$ cat config.mk
export PLATFORM = sky130hd
export DESIGN_NAME = clipped_glyph_blit_framebuffer
export DESIGN_NICKNAME = d
export VERILOG_FILES = /design/src/hw/rtl/cgbf_pkg.sv /design/src/hw/rtl/cgbf_ram.sv /design/src/hw/rtl/clipped_glyph_blit_framebuffer.sv
export SDC_FILE = /design/constraint.sdc
export NUM_CORES = 1
export LEC_CHECK = 0
export BUFFER_PORTS_ARGS = -buffer_cell sky130_fd_sc_hd__buf_2
export CORE_MARGIN = 2
export CORE_UTILIZATION = 50
export CTS_CLUSTER_DIAMETER = 150
export DETAILED_ROUTE_END_ITERATION = 6
export HOLD_SLACK_MARGIN = 0.02
export PLACE_DENSITY = 0.69
export SETUP_SLACK_MARGIN = 0.15
export SLEW_MARGIN = 20
export SYNTH_ARGS = -nofsm -noshare
export SYNTH_HDL_FRONTEND = slang
export SYNTH_HIERARCHICAL = 1
export SYNTH_SLANG_ARGS = --single-unit
$ cat constraint.sdc
create_clock -name clk -period 11.61 [get_ports clk]
set_input_delay 1.161 -clock clk [delete_from_list [all_inputs] [get_ports clk]]
set_output_delay 1.161 -clock clk [all_outputs]
set_load 0.01 [all_outputs]
$ cat src/hw/rtl/cgbf_pkg.sv
// ----------------------------------------------------------------------------
// cgbf_pkg
// Types, codes and helpers for the glyph blit frame buffer.
// ----------------------------------------------------------------------------
package cgbf_pkg;

	// Fixed geometry
	localparam int MATRIX_ROWS = 8;
	localparam logic [3:0] GLYPH_MAX = 4'd8;

	// Item modes
	localparam logic MODE_BLIT = 1'b0;
	localparam logic MODE_READ = 1'b1;

	// Most transactions that may sit between input and output handshakes
	localparam int OUTSTANDING_MAX = 2;

	// Sequencer states, one-hot
	typedef enum logic [5:0] {
		S_IDLE  = 6'b000001,
		S_ROW   = 6'b000010,
		S_BYTE  = 6'b000100,
		S_MRG   = 6'b001000,
		S_RDATA = 6'b010000,
		S_DONE  = 6'b100000
	} state_t;

	// Bit reversal of one byte
	function automatic logic [7:0] rev8(input logic [7:0] b);
		logic [7:0] r;
		for (int i = 0; i < 8; i++) begin
			r[i] = b[7 - i];
		end
		return r;
	endfunction

endpackage

$ cat src/hw/rtl/cgbf_ram.sv
// ----------------------------------------------------------------------------
// cgbf_ram
// Generic single-write, single-read RAM with registered read data.
// ----------------------------------------------------------------------------
module cgbf_ram #(
	parameter int WIDTH = 8,
	parameter int DEPTH = 64
) (
	input  logic                     clk,
	input  logic                     we,
	input  logic [$clog2(DEPTH)-1:0] waddr,
	input  logic [WIDTH-1:0]         wdata,
	input  logic [$clog2(DEPTH)-1:0] raddr,
	output logic [WIDTH-1:0]         rdata
);

	logic [WIDTH-1:0] mem [DEPTH];

	// Write port, registered read port
	always_ff @(posedge clk) begin
		if (we) begin
			mem[waddr] <= wdata;
		end
		rdata <= mem[raddr];
	end

endmodule

$ cat src/hw/rtl/clipped_glyph_blit_framebuffer.sv
// ----------------------------------------------------------------------------
// clipped_glyph_blit_framebuffer
// One-bit-per-pixel 8-row frame buffer with clipped glyph blits and byte reads.
// ----------------------------------------------------------------------------
//  channel | handshake               | payload
//  --------+-------------------------+------------------------------------------
//  in      | in_valid / in_stall     | mode, glyph_rows, glyph_width,
//          |                         | glyph_height, col_origin, row_origin,
//          |                         | read_address
//  out     | out_valid / out_stall   | read_data
//  cfg     | cfg_valid / cfg_ready   | cfg_data (modules_in_use)
//
// Read: the stored byte passes S_RDATA into res_q, then S_DONE into the output
// register. Blit: each touched byte takes a read step (S_BYTE) and a merge/write
// step (S_MRG) on the frame store, through one shared merge unit.
// Reset clears the control state and per-byte valid flags; unwritten bytes read 0.
// The input is stalled while an item is in work; a finished result waits in the
// output register, so the next item may be taken while out_stall is high.
// ----------------------------------------------------------------------------
module clipped_glyph_blit_framebuffer #(
	parameter int MAX_MODULES = 8
) (
	input  logic        clk,
	input  logic        arst_n,
	// configuration
	input  logic        cfg_valid,
	output logic        cfg_ready,
	input  logic [3:0]  cfg_data,
	// input items
	input  logic        in_valid,
	output logic        in_stall,
	input  logic        mode,
	input  logic [63:0] glyph_rows,
	input  logic [3:0]  glyph_width,
	input  logic [3:0]  glyph_height,
	input  logic signed [6:0] col_origin,
	input  logic signed [3:0] row_origin,
	input  logic [5:0]  read_address,
	// results
	output logic        out_valid,
	input  logic        out_stall,
	output logic [7:0]  read_data
);

	import cgbf_pkg::*;

	localparam int STORE = MAX_MODULES * MATRIX_ROWS;
	localparam int AW    = $clog2(STORE);

	state_t state_q;

	logic [3:0]  mods_q;
	logic [3:0]  mods;
	logic        mode_q;
	logic [63:0] glyph_rows_q;
	logic [3:0]  w_q;
	logic [3:0]  h_q;
	logic [6:0]  col_origin_q;
	logic [3:0]  row_origin_q;
	logic        rd_in_range_q;
	logic [3:0]  r_q;
	logic        sel_q;
	logic [AW-1:0] addr_q;
	logic [7:0]  bmask_q;
	logic [7:0]  bdata_q;
	logic [7:0]  res_q;
	logic        out_valid_q;
	logic [7:0]  read_data_q;
	logic [STORE-1:0] vld_q;
	logic        vld_rd_q;

	logic        in_acc;
	logic        out_free;
	logic [4:0]  mr;
	logic        row_ok;
	logic [7:0]  gb;
	logic [7:0]  wmask8;
	logic [7:0]  colbits;
	logic [15:0] data16;
	logic [15:0] mask16;
	logic [5:0]  kb;
	logic [5:0]  kb_sel;
	logic        byte_ok;
	logic [7:0]  cur_mask;
	logic [7:0]  cur_data;
	logic [6:0]  row_base;
	logic [7:0]  byte_idx;
	logic [AW-1:0] byte_addr;
	logic [AW-1:0] raddr;
	logic [7:0]  rdata;
	logic [7:0]  old_byte;
	logic [7:0]  merged;
	logic        we;

	assign cfg_ready = 1'b1;
	assign in_stall  = (state_q != S_IDLE);
	assign in_acc    = in_valid && !in_stall;
	assign out_valid = out_valid_q;
	assign read_data = read_data_q;
	assign out_free  = !out_valid_q || !out_stall;

	// Module count in use, capped at the built width
	always_comb begin
		mods = (int'(mods_q) > MAX_MODULES) ? 4'(MAX_MODULES) : mods_q;
	end

	// Current glyph row: matrix row and clipping
	assign mr     = {row_origin_q[3], row_origin_q} + {1'b0, r_q};
	assign row_ok = (mr[4:3] == 2'b00);
	assign gb     = glyph_rows_q[{r_q[2:0], 3'b000} +: 8];

	// Glyph columns placed in a two-byte window starting at byte col_origin/8
	assign wmask8  = 8'((16'd1 << w_q) - 16'd1);
	assign colbits = rev8(gb) >> (4'd8 - w_q);
	assign data16  = {8'h00, colbits & wmask8} << col_origin_q[2:0];
	assign mask16  = {8'h00, wmask8} << col_origin_q[2:0];
	assign cur_mask = sel_q ? mask16[15:8] : mask16[7:0];
	assign cur_data = sel_q ? data16[15:8] : data16[7:0];

	// Byte column index (signed), column clipping
	assign kb      = col_origin_q[6:1] >> 2 | {{3{col_origin_q[6]}}, 3'b000};
	assign byte_ok = !kb_sel[5] && (kb_sel[4:0] < {1'b0, mods}) && (cur_mask != 8'h00);

	assign kb_sel = kb + {5'b00000, sel_q};

	// Store address of the current byte
	assign row_base  = mr[2:0] * mods;
	assign byte_idx  = {1'b0, row_base} + {3'b000, kb_sel[4:0]};
	assign byte_addr = AW'(byte_idx);

	// Shared merge unit
	assign old_byte = vld_rd_q ? rdata : 8'h00;
	assign merged   = (old_byte & ~bmask_q) | (bdata_q & bmask_q);
	assign we       = (state_q == S_MRG);

	// Read address: port address while idle, else the byte in work
	assign raddr = (state_q == S_IDLE) ? AW'(read_address) : byte_addr;

	cgbf_ram #(
		.WIDTH (8),
		.DEPTH (STORE)
	) u_ram (
		.clk   (clk),
		.we    (we),
		.waddr (addr_q),
		.wdata (merged),
		.raddr (raddr),
		.rdata (rdata)
	);

	// Configuration register
	always_ff @(posedge clk or negedge arst_n) begin
		if (!arst_n) begin
			mods_q <= 4'd4;
		end else if (cfg_valid && cfg_ready) begin
			mods_q <= cfg_data;
		end
	end

	// Per-byte written flags, read alongside the RAM
	always_ff @(posedge clk or negedge arst_n) begin
		if (!arst_n) begin
			vld_q    <= '0;
			vld_rd_q <= 1'b0;
		end else begin
			vld_rd_q <= vld_q[raddr];
			if (we) begin
				vld_q[addr_q] <= 1'b1;
			end
		end
	end

	// Item payload, held for the duration of the transaction
	always_ff @(posedge clk) begin
		if (in_acc) begin
			mode_q        <= mode;
			glyph_rows_q  <= glyph_rows;
			w_q           <= (glyph_width > GLYPH_MAX) ? GLYPH_MAX : glyph_width;
			h_q           <= (glyph_height > GLYPH_MAX) ? GLYPH_MAX : glyph_height;
			col_origin_q  <= col_origin;
			row_origin_q  <= row_origin;
			rd_in_range_q <= (int'(read_address) < STORE);
		end
		if (state_q == S_BYTE && byte_ok) begin
			addr_q  <= byte_addr;
			bmask_q <= cur_mask;
			bdata_q <= cur_data;
		end
		if (out_valid_q == 1'b0 || !out_stall) begin
			if (state_q == S_DONE) begin
				read_data_q <= res_q;
			end
		end
	end

	// Sequencer
	always_ff @(posedge clk or negedge arst_n) begin
		if (!arst_n) begin
			state_q     <= S_IDLE;
			r_q         <= 4'd0;
			sel_q       <= 1'b0;
			res_q       <= 8'h00;
			out_valid_q <= 1'b0;
		end else begin
			if (out_valid_q && !out_stall) begin
				out_valid_q <= 1'b0;
			end
			case (state_q)
				S_IDLE: begin
					if (in_acc) begin
						res_q <= 8'h00;
						r_q   <= 4'd0;
						sel_q <= 1'b0;
						state_q <= (mode == MODE_READ) ? S_RDATA : S_ROW;
					end
				end
				S_ROW: begin
					if (r_q >= h_q) begin
						state_q <= S_DONE;
					end else if (row_ok) begin
						sel_q   <= 1'b0;
						state_q <= S_BYTE;
					end else begin
						r_q <= r_q + 4'd1;
					end
				end
				S_BYTE: begin
					if (byte_ok) begin
						state_q <= S_MRG;
					end else if (!sel_q) begin
						sel_q <= 1'b1;
					end else begin
						r_q     <= r_q + 4'd1;
						state_q <= S_ROW;
					end
				end
				S_MRG: begin
					if (!sel_q) begin
						sel_q   <= 1'b1;
						state_q <= S_BYTE;
					end else begin
						r_q     <= r_q + 4'd1;
						state_q <= S_ROW;
					end
				end
				S_RDATA: begin
					res_q   <= (rd_in_range_q && vld_rd_q && mode_q == MODE_READ) ?
						rdata : 8'h00;
					state_q <= S_DONE;
				end
				S_DONE: begin
					if (out_free) begin
						out_valid_q <= 1'b1;
						state_q     <= S_IDLE;
					end
				end
				default: begin
					state_q <= S_IDLE;
				end
			endcase
		end
	end

endmodule

* After elaboration in Yosys (flattened, before gate mapping) *
Memories as Yosys holds them, arrays and structs flattened. A register that Yosys moved wholly into a read port is not among the register bits.
Cells that the tools add are included.

cells by class
  order comparisons = 8
  reductions and logical operators = 22
  eq/ne operators = 15
  add/subtract/negate cells = 6
  shifts and indexed selects = 5
  bitwise operators = 8
  multiplexer cells = 37
  $mul = 1
  div/mod/pow operators = 0

operators by type and width
  operator                                              number
  bitwise OR 64 bit                                     1
  indexed part select 64 x 7 -> 8 bit                   1
  2-to-1 mux 6 bit                                      7
  2-to-1 mux 8 bit                                      5
  case mux 6 bit (6 select lines)                       1
  << shifter 8 x 3 -> 16 bit                            2
  bitwise AND 8 bit                                     3
  2-to-1 mux 4 bit                                      6
  case mux 4 bit (4 select lines)                       1
  case mux 8 bit (2 select lines)                       1
  < comparator 6 x 7 -> 1 bit, second input constant    2
  greater-than comparator 4 bit, second input constant  3
  inequality test 2 bit, second input constant          6
  2-to-1 mux 1 bit                                      11
  AND reduction 5 bit                                   2
  inverter 8 bit                                        1
  bitwise OR 8 bit                                      1
  nonzero test 8 bit                                    1
  << shifter 1 x 4 -> 8 bit, first input constant       1
  right shift 8 x 4 -> 8 bit                            1
  subtractor 8 x 1 -> 8 bit, second input constant      1
  logical AND 1 bit                                     7
  adder 6 x 1 -> 6 bit                                  1
  adder 6 x 5 -> 6 bit                                  1
  29 further kinds                                      35

storage, ports and cells
  ROM bits = 0
  word-level logic and storage cells = 121
  bits in latches = 0
  output and inout bits = 11
  memories = 1
  register bits after elaboration = 203
  input port bits = 99
  bits in writable memories = 512

memory list
  memory     words  width  read ports  clocked after Yosys merged registers in  write ports  line            text
  u_ram.mem  64     8      1           1                                        1            cgbf_ram.sv:17  logic [WIDTH-1:0] mem [DEPTH];

* Longest topological paths before layout *
  depth after elaboration = 8
  mapped depth = 22
  gate-level depth less buffers = 18

* Hierarchy *
Netlist, hierarchy kept.

by module, submodules not included
  module                          cells each  times used  sequential area each (um2)  area each (um2)
  cgbf_ram                        940         1           15534.9                     20166.8
  clipped_glyph_blit_framebuffer  953         1           5652.9                      10762.8

* Worst setup path before layout *
Ideal clock, no wire load.

  path kind = reg2reg
  from = register state_q[1]
  to = register res_q[0]
  arrival time = 5937 ps
  path slack = 5548 ps
  buffers on the path = 1
  stages on the path, launching flop included = 7
  path through = dfrtp_1 nor4_1 nand3b_1 buf_1 nor2_1 nor2_1 a22o_1

on the way
  longest elaborated chain between the ends = 5
  elaborated cells between the ends (all ways) = 9
  those cells by class = 4 x eq/ne; 1 x mux; 4 x reduce/logical

ends and longest elaborated chain
  what                             line                                   text
  from (decl)                      clipped_glyph_blit_framebuffer.sv:50   state_t state_q;
  from (signal assigned)           clipped_glyph_blit_framebuffer.sv:214  state_q <= (mode == MODE_READ) ? S_RDATA : S_ROW;
  inequality test 6 x 1 -> 1 bit   clipped_glyph_blit_framebuffer.sv:96   assign in_stall = (state_q != S_IDLE);
  via in_stall                     clipped_glyph_blit_framebuffer.sv:31   output logic in_stall,
  logical NOT 1 bit                clipped_glyph_blit_framebuffer.sv:97   assign in_acc = in_valid && !in_stall;
  logical AND 1 bit                clipped_glyph_blit_framebuffer.sv:97
  via in_acc                       clipped_glyph_blit_framebuffer.sv:72   logic in_acc;
  inequality test 2 bit (no line)  -
  AND reduction 2 bit (no line)    -
  to (signal assigned)             clipped_glyph_blit_framebuffer.sv:247  res_q <= (rd_in_range_q && vld_rd_q && mode_q == MODE_READ) ?
  to (decl)                        clipped_glyph_blit_framebuffer.sv:66   logic [7:0] res_q;

The timed path passes the listed nets, and every way through them passes these cells.
A chain may end at the register's enable or synchronous reset.

* Worst setup path after layout *
  from = register r_q[0]
  to = register u_ram.rdata[4] (read register of u_ram.mem)

on the way
  longest elaborated chain between the ends = 4

ends and longest elaborated chain
  what                       line                                   text
  from (decl)                clipped_glyph_blit_framebuffer.sv:61   logic [3:0] r_q;
  from (signal assigned)     clipped_glyph_blit_framebuffer.sv:224  r_q <= r_q + 4'd1;
  from (signal assigned)     clipped_glyph_blit_framebuffer.sv:233  r_q <= r_q + 4'd1;
  from (signal assigned)     clipped_glyph_blit_framebuffer.sv:242  r_q <= r_q + 4'd1;
  adder 5 x 4 -> 5 bit       clipped_glyph_blit_framebuffer.sv:108  assign mr = {row_origin_q[3], row_origin_q} + {1'b0, r_q};
  multiplier 3 x 4 -> 6 bit  clipped_glyph_blit_framebuffer.sv:127  assign row_base = mr[2:0] * mods;
  adder 6 x 5 -> 6 bit       clipped_glyph_blit_framebuffer.sv:128  assign byte_idx = {1'b0, row_base} + {3'b000, kb_sel[4:0]};
  via byte_idx[2]            clipped_glyph_blit_framebuffer.sv:87   logic [7:0] byte_idx;
  2-to-1 mux 6 bit           clipped_glyph_blit_framebuffer.sv:137  assign raddr = (state_q == S_IDLE) ? AW'(read_address) : byte_addr;
  via raddr[2]               clipped_glyph_blit_framebuffer.sv:89   logic [AW-1:0] raddr;
  to (decl)                  cgbf_ram.sv:14                         output logic [WIDTH-1:0] rdata

The timed path passes the listed nets, and every way through them passes these cells.

==> summary.txt <==
Outcome
  • Status: completed

Timing
  • F_max: ~150 MHz
  • Period utilization: about three fifths
  • Setup TNS: 0 ns
  • Fin crit period: about 6.8 ns
  • Final Max Tran Viols: 0
  • Final hold vios: 0
  • Worst-margin pin slew: around 1.0 ns
  • Slew margin rel.: between 30% and 40%
  • Clock Skew: approximately 0.025 ns
  • # setup viols final: 0
  • RSZ-0062 raised after global routing: false

Critical path
  • Worst setup SP type: flop
  • R2R cell count: 18
  • Critical path required time: 12.08 ns
  • CP peak stage delay: ~0.87 ns
  • Critical-path top delay cell: dfrtp_1
  • Crit path DAT: 7.25 ns
  • Critical setup path kind: reg -> reg
  • CP startpoint: r_q[0]
  • Setup crit end kind: flop
  • Reg-to-reg startpoint: r_q[0]
  • Maximum fanout along the worst path: 57
  • CP dominant cell by count: fa_1
  • Cells along the critical path: ha_1, inv_1, fa_1, xor2_1, or2_2, fa_1, fa_1, inv_1, fa_1, mux2i_1, buf_4, inv_2, buf_4, mux4_2, mux2_2, o221a_2, nor3_1, o32ai_1

Power and ir drop
  • Cell internal pwr: 5.94 mW
  • Leak Pwr: about 12 nW
  • Net Sw Power: ~3.2 mW
  • Sequential share of power: roughly a third
  • Combinational share of power: between 40% and 50%
  • Clk pwr share: about a quarter
  • Max VDD drop: between 0.3 and 0.4 mV
  • Sw Ratio: between 30% and 40%
  • Pwr Density: between 200 and 300 nW/um2

Die
  • Die area: between 60,000 and 70,000 um2
  • FP Rows: 91
  • Starting Density: 50.3%
  • Core footprint: 61,500 um2
  • Die Wd: around 250 um
  • I/O Pins: 110
  • Die Y: 253 um

Final layout
  • Area delta synth->final: 12.1%
  • Final nets: between 2,000 and 2,500
  • Non-Filler Instances: between 2,000 and 3,000
  • Ratio of cells with drive above 1 in the final layout: 22.5%
  • Diode count: 0

CTS
  • Hold_buf cts: 0
  • CTS tree: yes
  • Max Buffers Root-to-Sink: 3
  • H-tree depth: 3
  • Post_cts resized: 0
  • Skew-Pair Late Insertion Delay: between 0.6 and 0.7 ns
  • Worst-path clk slew: 0.06 ns
  • Root buf cell: clkbuf_16
  • TritonCTS Buffers: 74
  • Post-CTS Setup Inserts: 0
  • Clock Sinks: 723

Detailed routing
  • Met3 wire len: 5210 um
  • Routed via count: 17,400
  • Wire per inst: approximately 24 um
  • Antenna-violating nets left: 0
  • Via/cell ratio: slightly above 6
  • Final wirelength: approximately 68,000 um
  • Drt first pass iters: 5
  • M1 WL: between 20,000 and 30,000 um
  • Wire length on met2: ~32,000 um
  • DRC Markers: 0
  • Max layer used: met4
  • Drt first-iter violations: ~1,700

GRT
  • Gr ovfl total: 0
  • Initial antenna violation count: 0
  • Pin count of the biggest net entering global routing: 89
  • Vias in the first global route: approximately 17,000
  • First-pass GRT wire length: just over 100,000 um
  • GRT Total Usage: about 21%

Yosys
  • Post-synth cell types: slightly above 90
  • Mapped Area: about 31,000 um2
  • Post-Syn Instances: between 1,500 and 2,000
  • Number of synthesized flops with an enable pin: approximately 630
  • Main synth FF type: edfxtp_1
  • Most area-hungry cell type in the Yosys netlist: edfxtp_1
  • Synth top area share: 60.8%
  • Synth area leaders: edfxtp_1, mux4_2, dfrtp_1, nand2_1, nor2_1
  • Most frequent cell after synthesis: edfxtp_1
  • Yosys warns: 6
  • Sequential share of the synthesized area: about two thirds
  • Post-Syn Nets: 2,028
  • Top cells by count, synth: edfxtp_1, nand2_1, mux4_2
  • Asr flop ratio synth: between 10% and 20%
  • Mean area per synthesized cell: approximately 16 um2
  • Flip-flop and latch count after synthesis: just over 700

Place
  • Placed Cells: ~2,700
  • Buffers on Ports: approximately 110
  • DP Wirelength: between 40,000 and 50,000 um
  • RePlAce Congestion: about 0.9

Worst hold path
  • Worst Hold Class: in -> async

Run
  • Max-Cap Viols: 0
## metrics by stage
stage | utilization, % | area (um2) | hold WS (ns) | power [mW] | setup slack (ns)
after floorplan | - | 30900 | 0.425 | 5.94 | 5.55
after global placement | 52.4 | 32200 | 0.437 | 6.79 | 4.88
after detailed placement | 52.4 | 32200 | 0.441 | 6.84 | 4.83
after CTS | 56.4 | 34600 | 0.432 | 9.21 | 4.80
after global routing | 56.4 | 34700 | 0.458 | 9.59 | 4.52
final | 56.4 | 34700 | 0.453 | 9.17 | 4.84
## area by class of cell
cell class / instances / area (um2)
flip-flops and latches: 723 / 21200
clock buffers: 96 / 2020
multi-input cells: 1029 / 9170
repair buffers: 136 / 761
clock inverters: 38 / 394
inverters: 38 / 153
well taps: 790 / 988
fillers: 4667 / 26800
## cell usage in the layout (no fill, tap or decap), drive strengths merged, types with 28 or more instances in the layout
cell type	netlist	routed
edfxtp	626	626
nor3	30	30
mux2i	44	44
a21o	37	37
inv	33	35
o21bai	33	33
nor2b	32	32
nand2	151	151
nor2	141	141
ha	29	29
o21ai	45	45
nand3	28	28
mux4	146	146
buf	55	136
clkbuf	48	96
dfrtp	87	87
clkinv	5	30
## critical path: cells and delay by family, from the launching register on
family	cells	cell delay (ns)
adder cells (fa/ha/maj)	5	2.15
buffers and inverters	5	1.48
flip-flops	1	0.87
multiplexers	3	0.80
AND/OR/NAND/NOR	2	0.67
AO/OA/AOI/OAI	2	0.40
XOR/XNOR	1	0.22
## registers in the layout (all words and copies together) (netlist names), 4 cells and up
signal and count:
bmask_q 8, u_ram/mem 512, read_data 8, col_origin_q 7
r_q 4, u_ram/rdata 8, state_q 6, res_q 8
mods_q 4, glyph_rows_q 64, bdata_q 8, row_origin_q 4
w_q 4, h_q 4, vld_q 64, addr_q 6
## path summary, 6_finish.rpt
check	end	slack (ns)
setup / recovery	u_ram/rdata[4]	4.84
hold / removal	r_q[3]	0.45
setup reg to reg	u_ram/rdata[4]	4.84
hold reg to reg	vld_q[0]	0.45
max in group asynchronous	vld_q[3]	9.98
min in group clk	vld_q[0]	0.45
## cell families (layout without fill, tap and decap cells)
| group | after synthesis | count (layout) | share of synthesized area, % |
|---|---|---|---|
| AO/OA/AOI/OAI | 290 | 290 | 6.89 |
| XOR/XNOR | 10 | 10 | 0.307 |
| adder cells (fa/ha/maj) | 36 | 36 | 1.63 |
| buffers and inverters | 141 | 308 | 2.29 |
| flip-flops | 723 | 723 | 68.5 |
| multiplexers | 213 | 213 | 12.9 |
| other | 1 | 1 | 0.0121 |
| AND/OR/NAND/NOR | 479 | 479 | 7.47 |
## power by group through the flow
stage                     Clock [mW]  Combinational (mW)  Sequential [mW]
after floorplan                    0                2.79             3.15
after global placement             0                3.60             3.20
after detailed placement           0                3.64             3.20
after CTS                       2.40                3.66             3.15
after global routing            2.50                3.93             3.15
final                           2.36                3.66             3.14
## routing by layer
layer / vias up / global-route usage (%)
met5: - / 0
met3: 125 / 3.71
met4: 0 / 6.69
met2: 781 / 34.1
met1: 8858 / 30.5
li1: 7672 / -
(Power assumes the default switching activity.)
